## src/design/orq_pkg.sv

```systemverilog
`timescale 1ns / 1ps
// Shared types, constants and the ranking function for the ordered ready queue.
// No dependencies.
package orq_pkg;

	localparam int QUEUE_DEPTH = 32;
	localparam int CNT_W       = $clog2(QUEUE_DEPTH + 1);
	localparam int PID_W       = 15;
	localparam int PRIO_W      = 8;
	localparam int TIME_W      = 24;
	localparam int OCC_W       = 6;
	localparam int STATUS_W    = 2;

	typedef logic [CNT_W-1:0] count_t;

	typedef enum logic {
		OP_INSERT  = 1'b0,
		OP_EXTRACT = 1'b1
	} op_t;

	typedef enum logic [STATUS_W-1:0] {
		STATUS_DONE  = 2'd0,
		STATUS_EMPTY = 2'd1,
		STATUS_FULL  = 2'd2
	} status_t;

	typedef struct packed {
		logic [PID_W-1:0]  pid;
		logic [PRIO_W-1:0] prio;
		logic [TIME_W-1:0] rtime;
	} entry_t;

	// broadcast to every cell in the row
	typedef struct packed {
		logic   ins;
		logic   ext;
		entry_t entry;
	} cell_cmd_t;

	// true when a must stand before b
	function automatic logic ranks_above(entry_t a, entry_t b);
		if (a.prio != b.prio) begin
			return a.prio > b.prio;
		end
		if (a.rtime != b.rtime) begin
			return a.rtime < b.rtime;
		end
		return a.pid < b.pid;
	endfunction

endpackage

```

## src/design/orq_cell.sv

```systemverilog
`timescale 1ns / 1ps
// One slot of the sorted shift row: holds an entry and moves it left or right.
// Depends on orq_pkg.
module orq_cell (
	input  logic               clk,
	input  orq_pkg::cell_cmd_t cmd,
	input  logic               occupied,
	input  logic               left_take,
	input  orq_pkg::entry_t    left_entry,
	input  orq_pkg::entry_t    right_entry,
	output logic               take,
	output orq_pkg::entry_t    entry_q
);
	import orq_pkg::*;

	// slot is at or past the insert point; monotone along the row
	assign take = !occupied || ranks_above(cmd.entry, entry_q);

	always_ff @(posedge clk) begin
		if (cmd.ins && take) begin
			entry_q <= left_take ? left_entry : cmd.entry;
		end else if (cmd.ext) begin
			entry_q <= right_entry;
		end
	end

endmodule

```

## config.mk

```make
export PLATFORM = sky130hd
export DESIGN_NAME = orq_cell
export DESIGN_NICKNAME = d
export VERILOG_FILES = /design/src/design/orq_pkg.sv /design/src/design/orq_cell.sv
export SDC_FILE = /design/constraint.sdc
export NUM_CORES = 1
export LEC_CHECK = 0
export CAP_MARGIN = 30
export CORE_MARGIN = 4
export CORE_UTILIZATION = 55
export CTS_CLUSTER_SIZE = 12
export DETAILED_ROUTE_END_ITERATION = 8
export DONT_BUFFER_PORTS = 1
export MAX_ROUTING_LAYER = met4
export PLACE_DENSITY = 0.77
export RECOVER_POWER = 100
export SLEW_MARGIN = 15
export SYNTH_ARGS = -nofsm -noshare
export SYNTH_HDL_FRONTEND = slang
export SYNTH_SLANG_ARGS = --single-unit
```

## constraint.sdc

```tcl
create_clock -name clk -period 2.66 [get_ports clk]
set_input_delay 0.266 -clock clk [delete_from_list [all_inputs] [get_ports clk]]
set_output_delay 0.266 -clock clk [all_outputs]
set_load 0.01 [all_outputs]
```

==> qor.yml <==
outcome: "finished, final reports clean"
synth_async_sr_flop_share: 0
reg2reg_from: "entry_q[42]"
worstHoldStart: "right_entry[2]"
syn_area_um2: 3840
yosys-top-cells-area: "edfxtp_1, mux2_2, ha_1"
clock-sinks: 47
post-route-cell-area_um2: 4680
port_buffers: 0
syn_nets: 516
grt_pass1_wl_mm: 14.4
synthCells: 324
clk_latency_ns: 0.29
reg2regPathDepth: 10
hold_buffers: 0
grt_start_max_net_pins: 50
vdd_drop_max_mv: 0.331
first_global_vias: 2983
area.growth.synth_to_final_pct: 21.9
final_common_cell: "mux2_2"
antenna_found_initial: 0
r2r_end: "entry_q[4]"
synth_top_cell_by_area: "edfxtp_1"
critPathMaxFanout: 10
min_delay_path_depth: 1
cts-root-buf: "clkbuf_8"
hold_path_end: "entry_q[2]"
synthFlopType: "edfxtp_1"
synth.top_cell.area_share: 0.368
final_layout_size_suffix_gt1_frac: 0.396
dp.cells: 466
rsz0062_at_grt: "true"
pre_cts_ws_ns: -0.119
initial_core_util: 0.565
n_antenna_cell: 0
core_um2: 6790
placed_area_um2: 4370
drt-vias-per-instance: 5.64
dpl.hpwl_mm: 7.81
clk_path_buf_depth: 2
drt-pass1-iter-count: 4
ios: 194
top_register: "entry_q"
min_period_ns: 2.65
gp_congestion: 0.765
reg_top3: "entry_q: 47 flops"
grt_use_total: 0.224
layout.cells.most_common_list: "mux2_2, edfxtp_1, inv_1, mux2_4, clkbuf_1"
drc_errors: 0
die_area_um2: 8380
clk_pin_slew_ns: 0.08
fmax_ghz: 0.378
final_nets: 582
setup_tns_ns: 0
ys.warnings.count: 0
rows: 30
totalWireLength_mm: 9.81
vias: 2736
synth_edf_count: 47
total_power_w: 0.00220
min_period_over_period: 0.995
ys_types: 32
htreeDepth: 2
largest_reg_flops: 47
wl_per_cell_um: 20.2
instances_no_fill: 485
tritoncts.num_buffers: 5
ys_seq_elements: 47
arrival_ns: 2.66
power_density_nw_per_um2: 471
slew_headroom: 0.820
hold_viol: 0
cts_tree: "yes"
start_kind: "flop"
end_kind: "flop"
r2r_slack_ns: 0.01
die-width_um: 91.6
synth_area_per_cell_um2: 11.9
ys_seq_area_frac: 0.368
drt_iter0_markers: 68
fin_skew_ns: 0.00486
slew_viol_final: 0
cp.required_ns: 2.68
setup_violations: 0
setup_ws_ns: 0.0138
crit_type: "reg -> reg"
drv_cap: 0
leakagePower_nw: 2.04
ant_nets: 0
worst_pin_slew_ns: 0.268
min_path_type: "in -> reg"
grt-ovfl-total: 0
die_height_um: 91.6
-- per-stage QoR --
step / utilization / hold slack (ns)
after global placement: 0.643 / 0.484
after detailed placement: 0.643 / 0.486
after global routing: 0.689 / 0.162
after CTS: 0.670 / 0.174
final: 0.689 / 0.184
after floorplan: - / 0.484
-- routing by layer --
| layer | vias to the layer above | global-route usage | wire length [um] |
|---|---|---|---|
| met4 | 0 | 0.0452 | 72 |
| met3 | 5 | 0.0522 | 797 |
| met2 | 133 | 0.414 | 5200 |
| li1 | 1317 | - | - |
| met5 | - | - | 0 |
| met1 | 1281 | 0.243 | 3740 |
-- kinds of logic (layout without fill, tap and decap cells) --
family | after synthesis | in the layout | synth area share
AO/OA/AOI/OAI | 38 | 38 | 0.0635
adder cells (fa/ha/maj) | 46 | 46 | 0.150
buffers and inverters | 57 | 122 | 0.0691
flip-flops | 47 | 47 | 0.368
multiplexers | 92 | 92 | 0.288
AND/OR/NAND/NOR | 44 | 44 | 0.0616
-- power breakdown --
group	internal, W	total, W	switching, W	leakage (nW)
logic	0.000443	0.000820	0.000378	1.53
clock network	0.000176	0.000400	0.000225	0.0371
registers	0.000933	0.000983	0.0000500	0.473
-- worst max-delay path by stage --
stage                      from          end  slack (ns)  cells after the start
detailed placement  entry_q[23]  entry_q[30]       -0.12                      9
finish              entry_q[42]   entry_q[4]        0.01                     10
floorplan            entry_q[5]   entry_q[0]       -0.13                     11
global route         entry_q[7]   entry_q[2]       -0.11                     10
global placement    entry_q[23]  entry_q[21]       -0.08                      9
CTS                 entry_q[19]  entry_q[19]       0.002                     10
-- worst max-delay path: stages, from the launching register on --
cell       delay (ns)
edfxtp_1         0.41
inv_1            0.07
ha_1             0.24
a21oi_1          0.14
o21ai_0          0.11
or3_1            0.38
a22oi_2          0.20
o311a_4          0.27
buf_12           0.12
or2_4            0.22
clkbuf_16        0.20
-- Yosys cell counts, types with 2 or more instances --
cell,number
a211oi_1,2
a21o_1,4
a21oi_1,16
buf_12,2
buf_4,2
clkbuf_1,4
edfxtp_1,47
ha_1,46
inv_1,47
mux2_2,73
mux2_4,19
nand2_1,10
nand2b_1,6
nand3_1,3
nand4_1,10
nor2_1,7
nor2b_1,2
o21ai_0,8
o21ai_1,3
-- final cells by class --
class,instances,area (um2)
Inverter,47,176
Tap cell,96,120
Sequential cell,47,1410
Fill cell,533,2110
Timing Repair Buffer,69,493
Multi-Input combinational cell,220,2410
Clock buffer,6,72.6
-- timing repair --
item	4_1_cts	5_1_grt
setup buffers	0	10
resized for setup	12	32
pin swaps	3	4
setup endpoints to repair	90	95
cloned	1	2
(Power assumes the default switching activity.)
